==> src/rtl/i2cm_pkg.sv <==
package i2cm_pkg;

   // Register defaults and field widths
   localparam int ATTEMPT_W = 4;
   localparam logic [ATTEMPT_W-1:0] MAX_ATTEMPTS_RESET = 4'd4;

   // One input transaction
   typedef struct packed {
      logic [1:0] command;
      logic       sda_in;
      logic [6:0] address;
      logic       read_not_write;
      logic [7:0] byte_count;
      logic [7:0] write_byte;
   } req_type;

   // One result transaction
   typedef struct packed {
      logic       scl_low;
      logic       sda_low;
      logic       need_byte;
      logic [7:0] read_byte;
      logic       read_valid;
      logic       busy_res;
      logic       done_res;
      logic       status;
   } rsp_type;

endpackage

==> src/rtl/i2cm_engine.sv <==
module i2cm_engine (
   input  logic                            clock,
   input  logic                            reset,
   input  logic                            step,
   input  i2cm_pkg::req_type               item,
   input  logic [i2cm_pkg::ATTEMPT_W-1:0]  max_attempts,
   output i2cm_pkg::rsp_type               result
);
   import i2cm_pkg::*;

   // Command codes
   localparam logic [1:0] CMD_TICK  = 2'd0;
   localparam logic [1:0] CMD_BEGIN = 2'd1;
   localparam logic [1:0] CMD_LOAD  = 2'd2;

   // Sequencer state codes
   localparam logic [3:0] ST_IDLE     = 4'd0;
   localparam logic [3:0] ST_START    = 4'd1;
   localparam logic [3:0] ST_ADDR     = 4'd2;
   localparam logic [3:0] ST_ADDR_ACK = 4'd3;
   localparam logic [3:0] ST_WAIT     = 4'd4;
   localparam logic [3:0] ST_DATA     = 4'd5;
   localparam logic [3:0] ST_DATA_ACK = 4'd6;
   localparam logic [3:0] ST_READ     = 4'd7;
   localparam logic [3:0] ST_READ_ACK = 4'd8;
   localparam logic [3:0] ST_STOP     = 4'd9;

   localparam logic [1:0] PH_SETUP  = 2'd0;
   localparam logic [1:0] PH_RISE   = 2'd1;
   localparam logic [1:0] PH_SAMPLE = 2'd2;
   localparam logic [1:0] PH_FALL   = 2'd3;

   logic [3:0]           state_ff, state_in;
   logic [1:0]           phase_ff, phase_in;
   logic [2:0]           bit_ff, bit_in;
   logic [7:0]           bytes_ff, bytes_in;
   logic [ATTEMPT_W-1:0] attempt_ff, attempt_in;
   logic [7:0]           shift_ff, shift_in;
   logic [6:0]           taddr_ff, taddr_in;
   logic                 dir_ff, dir_in;
   logic                 ack_ff, ack_in;
   logic                 scl_ff, scl_in;
   logic                 sda_ff, sda_in_drv;

   logic                 exhausted;
   logic [ATTEMPT_W:0]   limit;
   logic                 tx_bit;
   logic                 advance;
   logic                 rvalid;
   logic                 done;

   // Retry limit: a zero setting counts as one try
   always_comb begin
      limit     = (max_attempts == '0) ? {{ATTEMPT_W{1'b0}}, 1'b1} : {1'b0, max_attempts};
      exhausted = ({1'b0, attempt_ff} + {{ATTEMPT_W{1'b0}}, 1'b1}) >= limit;
   end

   // Bit on the wire for address and data shifts
   always_comb begin
      if (state_ff == ST_ADDR) begin
         tx_bit = (bit_ff == 3'd7) ? dir_ff : taddr_ff[3'd6 - bit_ff];
      end else begin
         tx_bit = shift_ff[3'd7 - bit_ff];
      end
   end

   // Advance the bus engine by one transaction
   always_comb begin
      state_in   = state_ff;
      phase_in   = phase_ff;
      bit_in     = bit_ff;
      bytes_in   = bytes_ff;
      attempt_in = attempt_ff;
      shift_in   = shift_ff;
      taddr_in   = taddr_ff;
      dir_in     = dir_ff;
      ack_in     = ack_ff;
      scl_in     = scl_ff;
      sda_in_drv = sda_ff;
      advance    = 1'b0;
      rvalid     = 1'b0;
      done       = 1'b0;

      if (item.command == CMD_TICK) begin
         advance = 1'b1;
         unique case (state_ff)
            ST_START: begin
               unique case (phase_ff)
                  PH_SETUP:  sda_in_drv = 1'b0;
                  PH_RISE:   scl_in = 1'b0;
                  PH_SAMPLE: sda_in_drv = 1'b1;
                  default: begin
                     scl_in   = 1'b1;
                     state_in = ST_ADDR;
                     bit_in   = 3'd0;
                  end
               endcase
            end
            ST_ADDR, ST_DATA: begin
               unique case (phase_ff)
                  PH_SETUP: begin
                     scl_in     = 1'b1;
                     sda_in_drv = ~tx_bit;
                  end
                  PH_RISE:   scl_in = 1'b0;
                  PH_SAMPLE: ;
                  default: begin
                     scl_in = 1'b1;
                     if (bit_ff == 3'd7) begin
                        state_in = (state_ff == ST_ADDR) ? ST_ADDR_ACK : ST_DATA_ACK;
                        bit_in   = 3'd0;
                     end else begin
                        bit_in = bit_ff + 3'd1;
                     end
                  end
               endcase
            end
            ST_ADDR_ACK: begin
               unique case (phase_ff)
                  PH_SETUP: begin
                     scl_in     = 1'b1;
                     sda_in_drv = 1'b0;
                  end
                  PH_RISE:   scl_in = 1'b0;
                  PH_SAMPLE: ack_in = item.sda_in;
                  default: begin
                     scl_in = 1'b1;
                     bit_in = 3'd0;
                     if (!ack_ff || exhausted) begin
                        attempt_in = '0;
                        shift_in   = 8'd0;
                        state_in   = dir_ff ? ST_READ : ST_WAIT;
                     end else begin
                        attempt_in = attempt_ff + 1'b1;
                        state_in   = ST_ADDR;
                     end
                  end
               endcase
            end
            ST_DATA_ACK: begin
               unique case (phase_ff)
                  PH_SETUP:  sda_in_drv = 1'b0;
                  PH_RISE:   scl_in = 1'b0;
                  PH_SAMPLE: ack_in = item.sda_in;
                  default: begin
                     sda_in_drv = 1'b1;
                     scl_in     = 1'b1;
                     bit_in     = 3'd0;
                     if (!ack_ff) begin
                        attempt_in = '0;
                        if (bytes_ff <= 8'd1) begin
                           state_in = ST_STOP;
                        end else begin
                           bytes_in = bytes_ff - 8'd1;
                           state_in = ST_WAIT;
                        end
                     end else if (!exhausted) begin
                        attempt_in = attempt_ff + 1'b1;
                        state_in   = ST_DATA;
                     end else begin
                        attempt_in = '0;
                        // Final byte refused on every try: end without a stop
                        if (bytes_ff <= 8'd1) begin
                           bytes_in = 8'd0;
                           state_in = ST_IDLE;
                           done     = 1'b1;
                        end else begin
                           bytes_in = bytes_ff - 8'd1;
                           state_in = ST_WAIT;
                        end
                     end
                  end
               endcase
            end
            ST_READ: begin
               unique case (phase_ff)
                  PH_SETUP: begin
                     scl_in     = 1'b1;
                     sda_in_drv = 1'b0;
                  end
                  PH_RISE:   scl_in = 1'b0;
                  PH_SAMPLE: shift_in = {shift_ff[6:0], item.sda_in};
                  default: begin
                     scl_in = 1'b1;
                     if (bit_ff == 3'd7) begin
                        rvalid   = 1'b1;
                        bit_in   = 3'd0;
                        state_in = ST_READ_ACK;
                     end else begin
                        bit_in = bit_ff + 3'd1;
                     end
                  end
               endcase
            end
            ST_READ_ACK: begin
               unique case (phase_ff)
                  PH_SETUP:  sda_in_drv = (bytes_ff > 8'd1);
                  PH_RISE:   scl_in = 1'b0;
                  PH_SAMPLE: ;
                  default: begin
                     scl_in = 1'b1;
                     if (bytes_ff <= 8'd1) begin
                        sda_in_drv = 1'b1;
                        state_in   = ST_STOP;
                     end else begin
                        bytes_in = bytes_ff - 8'd1;
                        shift_in = 8'd0;
                        bit_in   = 3'd0;
                        state_in = ST_READ;
                     end
                  end
               endcase
            end
            ST_STOP: begin
               unique case (phase_ff)
                  PH_SETUP:  sda_in_drv = 1'b1;
                  PH_RISE:   scl_in = 1'b0;
                  PH_SAMPLE: sda_in_drv = 1'b0;
                  default: begin
                     bytes_in = 8'd0;
                     state_in = ST_IDLE;
                     done     = 1'b1;
                  end
               endcase
            end
            default: advance = 1'b0;
         endcase
         if (advance) begin
            phase_in = phase_ff + 2'd1;
         end
      end else if (item.command == CMD_BEGIN) begin
         if (state_ff == ST_IDLE) begin
            taddr_in   = item.address;
            dir_in     = item.read_not_write;
            bytes_in   = (item.byte_count == 8'd0) ? 8'd1 : item.byte_count;
            attempt_in = '0;
            bit_in     = 3'd0;
            phase_in   = 2'd0;
            shift_in   = 8'd0;
            ack_in     = 1'b0;
            state_in   = ST_START;
         end
      end else if (item.command == CMD_LOAD) begin
         if (state_ff == ST_WAIT) begin
            shift_in   = item.write_byte;
            attempt_in = '0;
            bit_in     = 3'd0;
            phase_in   = 2'd0;
            state_in   = ST_DATA;
         end
      end
   end

   // Build the result from the updated state
   always_comb begin
      result.scl_low    = scl_in;
      result.sda_low    = sda_in_drv;
      result.need_byte  = (state_in == ST_WAIT);
      result.read_byte  = rvalid ? shift_in : 8'd0;
      result.read_valid = rvalid;
      result.busy_res   = (state_in != ST_IDLE);
      result.done_res   = done;
      result.status     = done ? ack_in : 1'b0;
   end

   // Hold state between transactions
   always_ff @(posedge clock) begin
      if (reset) begin
         state_ff   <= ST_IDLE;
         phase_ff   <= 2'd0;
         bit_ff     <= 3'd0;
         bytes_ff   <= 8'd0;
         attempt_ff <= '0;
         shift_ff   <= 8'd0;
         taddr_ff   <= 7'd0;
         dir_ff     <= 1'b0;
         ack_ff     <= 1'b0;
         scl_ff     <= 1'b0;
         sda_ff     <= 1'b0;
      end else if (step) begin
         state_ff   <= state_in;
         phase_ff   <= phase_in;
         bit_ff     <= bit_in;
         bytes_ff   <= bytes_in;
         attempt_ff <= attempt_in;
         shift_ff   <= shift_in;
         taddr_ff   <= taddr_in;
         dir_ff     <= dir_in;
         ack_ff     <= ack_in;
         scl_ff     <= scl_in;
         sda_ff     <= sda_in_drv;
      end
   end

endmodule

==> src/rtl/i2c_master_with_retry_top.sv <==
// Open-drain I2C master with per-byte retry, driven one quarter-bit phase per
// transaction.
// Request channel (req_valid / req_stall / req_item): a begin command latches
// address, direction and byte count; tick commands step the bus one phase and
// carry the sampled SDA level; load commands hand over the next write byte.
// Response channel (rsp_valid / rsp_stall / rsp_item): exactly one response
// per request, in order, with the line drives, need_byte, a received byte,
// busy, done and the final ACK status.
// csr_wr_en / csr_wr_data set max_attempts; write it only while idle.
// A request lands in the input register; the engine then updates its state
// and fills the response register once that register is free.
// Throughput is one request per clock while rsp_stall holds no response back.
// While rsp_stall is high with a response pending, one more request is
// buffered and then req_stall rises; nothing is dropped.
// Reset empties both registers, idles the engine, releases both lines and
// sets max_attempts to 4.
module i2c_master_with_retry_top (
   input  logic                            clock,
   input  logic                            reset,
   input  logic                            req_valid,
   output logic                            req_stall,
   input  i2cm_pkg::req_type               req_item,
   output logic                            rsp_valid,
   input  logic                            rsp_stall,
   output i2cm_pkg::rsp_type               rsp_item,
   input  logic                            csr_wr_en,
   input  logic [i2cm_pkg::ATTEMPT_W-1:0]  csr_wr_data
);
   import i2cm_pkg::*;

   logic                 in_valid_ff, in_valid_in;
   req_type              in_item_ff;
   logic                 out_valid_ff, out_valid_in;
   rsp_type              out_item_ff;
   rsp_type              step_result;
   logic [ATTEMPT_W-1:0] max_att_ff;
   logic                 out_free;
   logic                 step;
   logic                 accept;

   // Handshake between the input and response registers
   always_comb begin
      out_free     = !out_valid_ff || !rsp_stall;
      step         = in_valid_ff && out_free;
      req_stall    = in_valid_ff && !out_free;
      accept       = req_valid && !req_stall;
      in_valid_in  = accept || (in_valid_ff && !step);
      out_valid_in = step || (out_valid_ff && rsp_stall);
   end

   assign rsp_valid = out_valid_ff;
   assign rsp_item  = out_item_ff;

   i2cm_engine u_engine (
      .clock        (clock),
      .reset        (reset),
      .step         (step),
      .item         (in_item_ff),
      .max_attempts (max_att_ff),
      .result       (step_result)
   );

   // Track valid flags and the retry setting
   always_ff @(posedge clock) begin
      if (reset) begin
         in_valid_ff  <= 1'b0;
         out_valid_ff <= 1'b0;
         max_att_ff   <= MAX_ATTEMPTS_RESET;
      end else begin
         in_valid_ff  <= in_valid_in;
         out_valid_ff <= out_valid_in;
         if (csr_wr_en) begin
            max_att_ff <= csr_wr_data;
         end
      end
   end

   // Capture payloads
   always_ff @(posedge clock) begin
      if (accept) begin
         in_item_ff <= req_item;
      end
      if (step) begin
         out_item_ff <= step_result;
      end
   end

   // A finished transaction never reports busy
   a_done_idle: assert property (@(posedge clock) disable iff (reset)
      rsp_valid && rsp_item.done_res |-> !rsp_item.busy_res)
      else $error("done reported while still busy");

   // A received byte arrives only during a transaction
   a_read_busy: assert property (@(posedge clock) disable iff (reset)
      rsp_valid && rsp_item.read_valid |-> rsp_item.busy_res && !rsp_item.need_byte)
      else $error("read byte outside an active read");

   // Back-pressure only when the response side is blocked
   a_stall_cause: assert property (@(posedge clock) disable iff (reset)
      req_stall |-> rsp_valid && rsp_stall)
      else $error("request stalled without a blocked response");

   // A buffered request always produces a response on the next edge once free
   a_step_out: assert property (@(posedge clock) disable iff (reset)
      step |=> rsp_valid)
      else $error("stepped request produced no response");

endmodule
==> config.mk <==
export PLATFORM = sky130hd
export DESIGN_NAME = i2c_master_with_retry_top
export DESIGN_NICKNAME = d
export VERILOG_FILES = /design/src/rtl/i2cm_pkg.sv /design/src/rtl/i2cm_engine.sv /design/src/rtl/i2c_master_with_retry_top.sv
export SDC_FILE = /design/constraint.sdc
export NUM_CORES = 1
export LEC_CHECK = 0
export BUFFER_PORTS_ARGS = -buffer_cell sky130_fd_sc_hd__buf_2
export CAP_MARGIN = 20
export CORE_MARGIN = 2
export CORE_UTILIZATION = 50
export DETAILED_ROUTE_END_ITERATION = 7
export GPL_ROUTABILITY_DRIVEN = 0
export PLACE_DENSITY = 0.69
export SYNTH_ARGS = -nofsm -noshare
export SYNTH_HDL_FRONTEND = slang
export SYNTH_SLANG_ARGS = --single-unit
==> constraint.sdc <==
create_clock -name clock -period 3 [get_ports clock]
set_input_delay 0.6 -clock clock [delete_from_list [all_inputs] [get_ports clock]]
set_output_delay 0.6 -clock clock [all_outputs]
set_load 0.02 [all_outputs]
# ---- Word level (Yosys, flattened, before mapping)
# Cells that the tools add are included.
dict set report totals {
  register_bits 88
}
dict set report classes {
  order_cmp 5
  reduce_logical 41
  n_addsub 7
  n_mux 113
  bitwise 2
  n_eq_ne 28
}
# cell count
set op_table {}
lappend op_table {{2-to-1 mux 8 bit} 21}
lappend op_table {{2-to-1 mux 4 bit} 30}
lappend op_table {{case mux 8 bit (3 select lines)} 2}
lappend op_table {{2-to-1 mux 3 bit} 12}
lappend op_table {{case mux 4 bit (7 select lines)} 1}
lappend op_table {{2-to-1 mux 1 bit} 27}
lappend op_table {{!= test 3 bit, second input constant} 8}
lappend op_table {{equality test 4 x 3 -> 1 bit, second input constant} 5}
lappend op_table {{2-to-1 mux 2 bit} 7}
lappend op_table {{case mux 1 bit (2 select lines)} 7}
lappend op_table {{!= test 4 bit, second input constant} 3}
lappend op_table {{OR reduction 3 bit} 4}
lappend op_table {{OR reduction 2 bit} 5}
lappend op_table {{case mux 3 bit (3 select lines)} 1}
lappend op_table {{AND reduction 9 bit} 1}
lappend op_table {{equality test 4 x 2 -> 1 bit, second input constant} 2}
lappend op_table {{equality test 4 bit, second input constant} 2}
lappend op_table {{> comparator 8 x 1 -> 1 bit, second input constant} 1}
lappend op_table {{<= comparator 8 x 1 -> 1 bit, second input constant} 1}
lappend op_table {{logical NOT 4 bit} 2}
lappend op_table {{logical NOT 8 bit} 1}
lappend op_table {{< comparator 3 x 4 -> 1 bit, second input constant} 2}
lappend op_table {{case mux 4 bit (2 select lines)} 1}
lappend op_table {{AND reduction 8 bit} 1}
lappend op_table {{other kinds (29)} 49}

# ---- Longest topological paths before layout
dict set report logic_depth {
  ltp_word 9
  mapped_depth 11
  depth_no_buf 11
}

# ---- Modules after synthesis
# From an unflattened synthesis, not the netlist that was laid out.
dict set report hier_totals {
  hier_cells 510
  hier_area_um2 4724.5
}
# mod cells_per_inst instances area_each_um2
set by_module_without_submodules {}
lappend by_module_without_submodules {i2cm_engine 445 1 3235.6}
lappend by_module_without_submodules {i2c_master_with_retry_top 65 1 1488.9}

# ---- Worst setup path after synthesis
# OpenSTA, ideal clock, no wires.
dict set report synth_timing {
  path_type {flip-flop to flip-flop}
  start {reg max_att_ff[1]}
  end {reg out_item_ff, in the netlist rsp_item[2] (data pin)}
  synth_period_minus_slack_ns 2.697
  t_arrival_ns 2.426
  setup_ns 0.272
  stages_incl_launch_ff 10
  setup_slack_ns 0.303
  path_buffers 0
  cell_sequence {dfxtp_1 -> inv_1 -> a31o_2 -> ha_1 -> nand2b_1 -> a211oi_1 -> o211a_1 -> nor2_1 -> o41ai_2 -> or4b_1}
}
# element line_no
set synth_lines {}
lappend synth_lines {{start: declaration} i2c_master_with_retry_top.sv:36} ;# logic [ATTEMPT_W-1:0] max_att_ff;
lappend synth_lines {{start signal: assignment} i2c_master_with_retry_top.sv:73} ;# max_att_ff <= csr_wr_data;
lappend synth_lines {{end signal: assignment} i2c_master_with_retry_top.sv:84} ;# out_item_ff <= step_result;
lappend synth_lines {{end: declaration} i2c_master_with_retry_top.sv:34} ;# rsp_type out_item_ff;

==> summary by stage <==
Run status
The flow ran to the end, and the final reports show no timing, DRC or antenna violations.

Critical path
Data on the critical path is required at its endpoint by about 3.1 ns. The type of element capturing the critical path is a flop. The maximum fanout along the worst path is 5. The capturing point of the worst reg2reg path is rsp_item[2]. The startpoint type of the worst setup path is a flop. The cell with the largest stage delay on the worst path is sky130_fd_sc_hd__or4b_1. The delay contributed by the slowest stage of the critical path is between 0.4 and 0.5 ns. Traced cell by cell, the critical path runs through inv_1, a31o_2, ha_1, nand2b_1, a211oi_2, o211a_1, nor2_1, o41ai_2, or4b_1. The worst flop-to-flop path startpoint is max_att_ff[2]. Together, buffers and inverters on the worst path number 1. The critical path depth in cells is 9.

Data on the critical path arrives at its endpoint at 2.94 ns. The top cell family by delay on the critical path is compound AO/OA/AOI/OAI gates. The most critical setup path has its startpoint at max_att_ff[2]. The critical path endpoint is rsp_item[2]. The number of cells on the worst reg-to-reg path is 9. The path type of the worst setup path is flop to flop. The worst-case register-to-register setup slack is around 0.17 ns.

Global route
The largest net degree at the start of global routing is 36. The total overflow left after global routing is 0. The global-route layer with the greatest usage is met2. The global-route wire length before repair is a little under 20 mm. The number of global-route vias before repair is about 4.1k.

The met3 track demand over resource is approximately 4.3%. The met2 capacity usage during global routing is between 30% and 40%. The global-route usage over all layers is between 20% and 30%. The global routing met1 resource utilization is about 33%. The initial antenna violation count is 0.

Die
The y dimension of the die is roughly 100 µm. The initial utilization of the core area, before any placement, comes to 51.8%. In this run the count of I/O pins placed on the die edge is 53. The area inside the core boundary is around 9300 µm².

The die width is 102 µm. The area enclosed by the die boundary is 10400 µm². The count of standard-cell rows is 35.

Placement
The total instance count after detailed placement is about 690. The count of port buffers added during placement is 52. After legalization and detailed placement, the total HPWL measured 8.53 mm.

Once placement finished, the instance area stood at between 5000 and 6000 µm². The worst setup timing slack at the placement stage is 0.0548 ns.

Pwr
After layout, the design draws a total of approximately 2.4 mW. The highest ir drop seen on vdd is about 320 µV. Cell internal power was estimated by the tool at ~1.7 mW. In this run the power spent charging and discharging nets is roughly 0.67 mW. The fraction of power spent switching nets is ~28%. The static leakage power is around 2 nW. The clock power share is about 34%. Per report_power, the combinational group accounts for a little over a tenth of the total. The part of the total power dissipated in sequential elements is between 50 and 60%.

In this run the power density over the cells is around 440 nW/µm².

Detailed routing
The number of search-and-repair iterations in the first detailed-routing pass is 5. The DRC violations left is 0. The count of routing violations after the opening detailed-route iteration is between 300 and 400.

The via count of the routed design is between 4k and 5k. Dividing the detail-routed wire length by the instance count gives 16.5 µm. The mean number of vias per cell is 6.05.

Once detail routing completed, the nets flagged for antenna violations numbered 0. Wires add up to ~12 mm.

Yosys
The fraction of registers with async set or reset after synthesis is 0%. The Yosys step of the flow raised 0 warnings. For this run, the leading register cell type out of synthesis is sky130_fd_sc_hd__dfxtp_1.

The mapped cell area is approximately 4800 µm². The share of the Yosys chip area taken by registers is 45.4%. The total of flip-flops plus latches after synthesis is between 80 and 90. After synthesis, the mean cell area works out to about 9 µm².

After technology mapping, the gate count stands at around 520. The number of enable-type register cells in the synthesized netlist is 42. The number of unique standard cell types used by synthesis is 69. When the netlist entered floorplanning its net count stood at about 580.

Timing
On the final layout, the worst hold slack is 0.408 ns. The smallest clock period supported by the final layout is computed as ~2.8 ns. The relative max-transition margin is 51.0%. For the final routed database, the setup TNS stands at 0 ns. For this run, the top clock speed supported by timing is approximately 350 MHz. After layout, the worst setup slack is ~0.17 ns. The max-slew violation total from the final report was 0.

Setup violations remaining at the end of the flow were counted as 0. The number of hold violations in the final report came to 0. Across the routed clock network, the largest skew measured is between 0.01 and 0.015 ns. The transition time at the pin with the least slew margin is about 0.73 ns. The post-route fraction of the period consumed by the critical path is 94.2%.

Finish
At the end of the flow the core is filled with cells to between 50% and 60%. The final instance area is 5460 µm². The multi-input combinational cell area is around 2400 µm². The signed area change from the synthesized netlist to the final layout is 13.4%. The sequential cells in the finished layout cover a total of approximately 2200 µm².

In the final layout, the share of cells above drive strength 1 is around a fifth. The finished layout holds 710 standard cells, fillers aside. The antenna cell count is 0. The net count reported at finish is roughly 630. The filler cell count is between 800 and 900.

CTS
No sink is reached through more buffers than the 2 on the longest clock path. The clock root buffer master is sky130_fd_sc_hd__clkbuf_8. The number of buffers inserted by hold repair at cts is 0. The clock latency on the worst-skew pair is around 0.36 ns. TritonCTS built the clock tree. The register clock-pin slew on the reported worst setup and hold paths is around 0.1 ns. The number of post-CTS setup repair buffers is 0.

The clock sink count is between 80 and 90. The H-tree was split into 3 levels. Clock tree synthesis inserted a total of 9 buffers.

Flow run
The tool flagged a number of max-cap violations equal to 0.

Worst hold path
The worst min-delay path class is input pin to flop. Counting instances, the worst hold path has a depth of 1.
worst register-to-register path, stage by stage (launching register included):
cell	delay (ns)
sky130_fd_sc_hd__dfxtp_1	0.31
sky130_fd_sc_hd__inv_1	0.06
sky130_fd_sc_hd__a31o_2	0.24
sky130_fd_sc_hd__ha_1	0.27
sky130_fd_sc_hd__nand2b_1	0.15
sky130_fd_sc_hd__a211oi_2	0.33
sky130_fd_sc_hd__o211a_1	0.29
sky130_fd_sc_hd__nor2_1	0.10
sky130_fd_sc_hd__o41ai_2	0.36
sky130_fd_sc_hd__or4b_1	0.47
flip-flops by register name, summed over array words and instances (netlist names):
name / flops
in_item_ff: 27
u_engine.taddr_ff: 7
u_engine.state_ff: 4
u_engine.dir_ff: 1
u_engine.scl_ff: 1
in_valid_ff: 1
max_att_ff: 4
u_engine.shift_ff: 8
u_engine.sda_ff: 1
u_engine.phase_ff: 2
u_engine.ack_ff: 1
u_engine.bit_ff: 3
rsp_item: 15
u_engine.attempt_ff: 4
rsp_valid: 1
u_engine.bytes_ff: 8
cell usage after synthesis, types with 7 or more instances:
cell / instances / share of area, %
sky130_fd_sc_hd__a211oi_1: 9 / 1.4
sky130_fd_sc_hd__nand2_1: 62 / 4.8
sky130_fd_sc_hd__o21ai_0: 40 / 4.2
sky130_fd_sc_hd__and3_1: 7 / 0.91
sky130_fd_sc_hd__mux2i_1: 9 / 1.9
sky130_fd_sc_hd__clkbuf_1: 23 / 1.8
sky130_fd_sc_hd__nor2_1: 41 / 3.2
sky130_fd_sc_hd__a21oi_1: 47 / 4.9
sky130_fd_sc_hd__nor3_1: 11 / 1.1
sky130_fd_sc_hd__nand3_1: 18 / 1.9
sky130_fd_sc_hd__a32o_1: 9 / 1.9
sky130_fd_sc_hd__dfxtp_1: 46 / 19
sky130_fd_sc_hd__ha_1: 15 / 3.9
sky130_fd_sc_hd__a22oi_1: 7 / 1.1
sky130_fd_sc_hd__nand4_1: 7 / 0.91
sky130_fd_sc_hd__edfxtp_1: 42 / 26
sky130_fd_sc_hd__nor2b_1: 9 / 1.2
sky130_fd_sc_hd__inv_1: 14 / 1.1
cells in the final DEF (no fill, tap or decap), types with 8 or more instances in the layout:
master and n:
sky130_fd_sc_hd__nand2_1 62, sky130_fd_sc_hd__buf_2 52, sky130_fd_sc_hd__a21oi_1 47, sky130_fd_sc_hd__dfxtp_1 46
sky130_fd_sc_hd__edfxtp_1 42, sky130_fd_sc_hd__nor2_1 41, sky130_fd_sc_hd__o21ai_0 39, sky130_fd_sc_hd__buf_4 22
sky130_fd_sc_hd__nand3_1 18, sky130_fd_sc_hd__ha_1 15, sky130_fd_sc_hd__inv_1 14, sky130_fd_sc_hd__nor3_1 11
sky130_fd_sc_hd__mux2i_1 9, sky130_fd_sc_hd__a32o_1 9, sky130_fd_sc_hd__clkbuf_8 9, sky130_fd_sc_hd__a211oi_1 8
sky130_fd_sc_hd__nor2b_1 8
how the worst min path moves through the flow:
| stage | start | endpoint |
|---|---|---|
| after floorplan | u_engine.taddr_ff[0] | u_engine.taddr_ff[0] |
| after global placement | u_engine.taddr_ff[0] | u_engine.taddr_ff[0] |
| after detailed placement | u_engine.taddr_ff[0] | u_engine.taddr_ff[0] |
| after CTS | req_item[19] | in_item_ff[19] |
| after global routing | req_item[2] | in_item_ff[2] |
| final | req_item[18] | in_item_ff[18] |
power groups by stage:
stage / clock network (mW) / logic [mW] / registers (mW)
after global routing: 0.864 / 0.290 / 1.34
after global placement: 0 / 0.253 / 1.36
after detailed placement: 0 / 0.258 / 1.36
final: 0.803 / 0.262 / 1.33
after floorplan: 0 / 0.160 / 1.36
after CTS: 0.822 / 0.259 / 1.33
per-layer routing:
metal	part of all wire [%]	routed length, µm
met1	45	5290
met5	0	0
met2	46	5350
met3	7.0	815
met4	2.2	260
final cells by class:
cell class | instances | area share, %
Clock buffer | 9 | 2.27
Tap cell | 129 | 2.96
Timing Repair Buffer | 74 | 7.79
Sequential cell | 88 | 40.0
Inverter | 15 | 1.08
Clock inverter | 7 | 1.24
Multi-Input combinational cell | 388 | 44.7
kinds of logic (layout without fill, tap and decap cells):
family | after synthesis | after routing | share of synthesized area [%]
simple gates | 192 | 192 | 20.0
buf+inv | 48 | 105 | 4.11
xor+xnor | 5 | 5 | 0.910
mux | 13 | 13 | 3.51
fa+ha+maj | 15 | 15 | 3.90
compound gates | 163 | 163 | 22.2
flops | 88 | 88 | 45.4
timing repair:
| item | 4_1_cts | 5_1_grt |
|---|---|---|
| endpoints found under the hold margin | 0 | 0 |
| gates resized for setup | 0 | 2 |
| setup endpoints to repair | 0 | 1 |
Note: power is estimated with default switching activity, not from simulation.
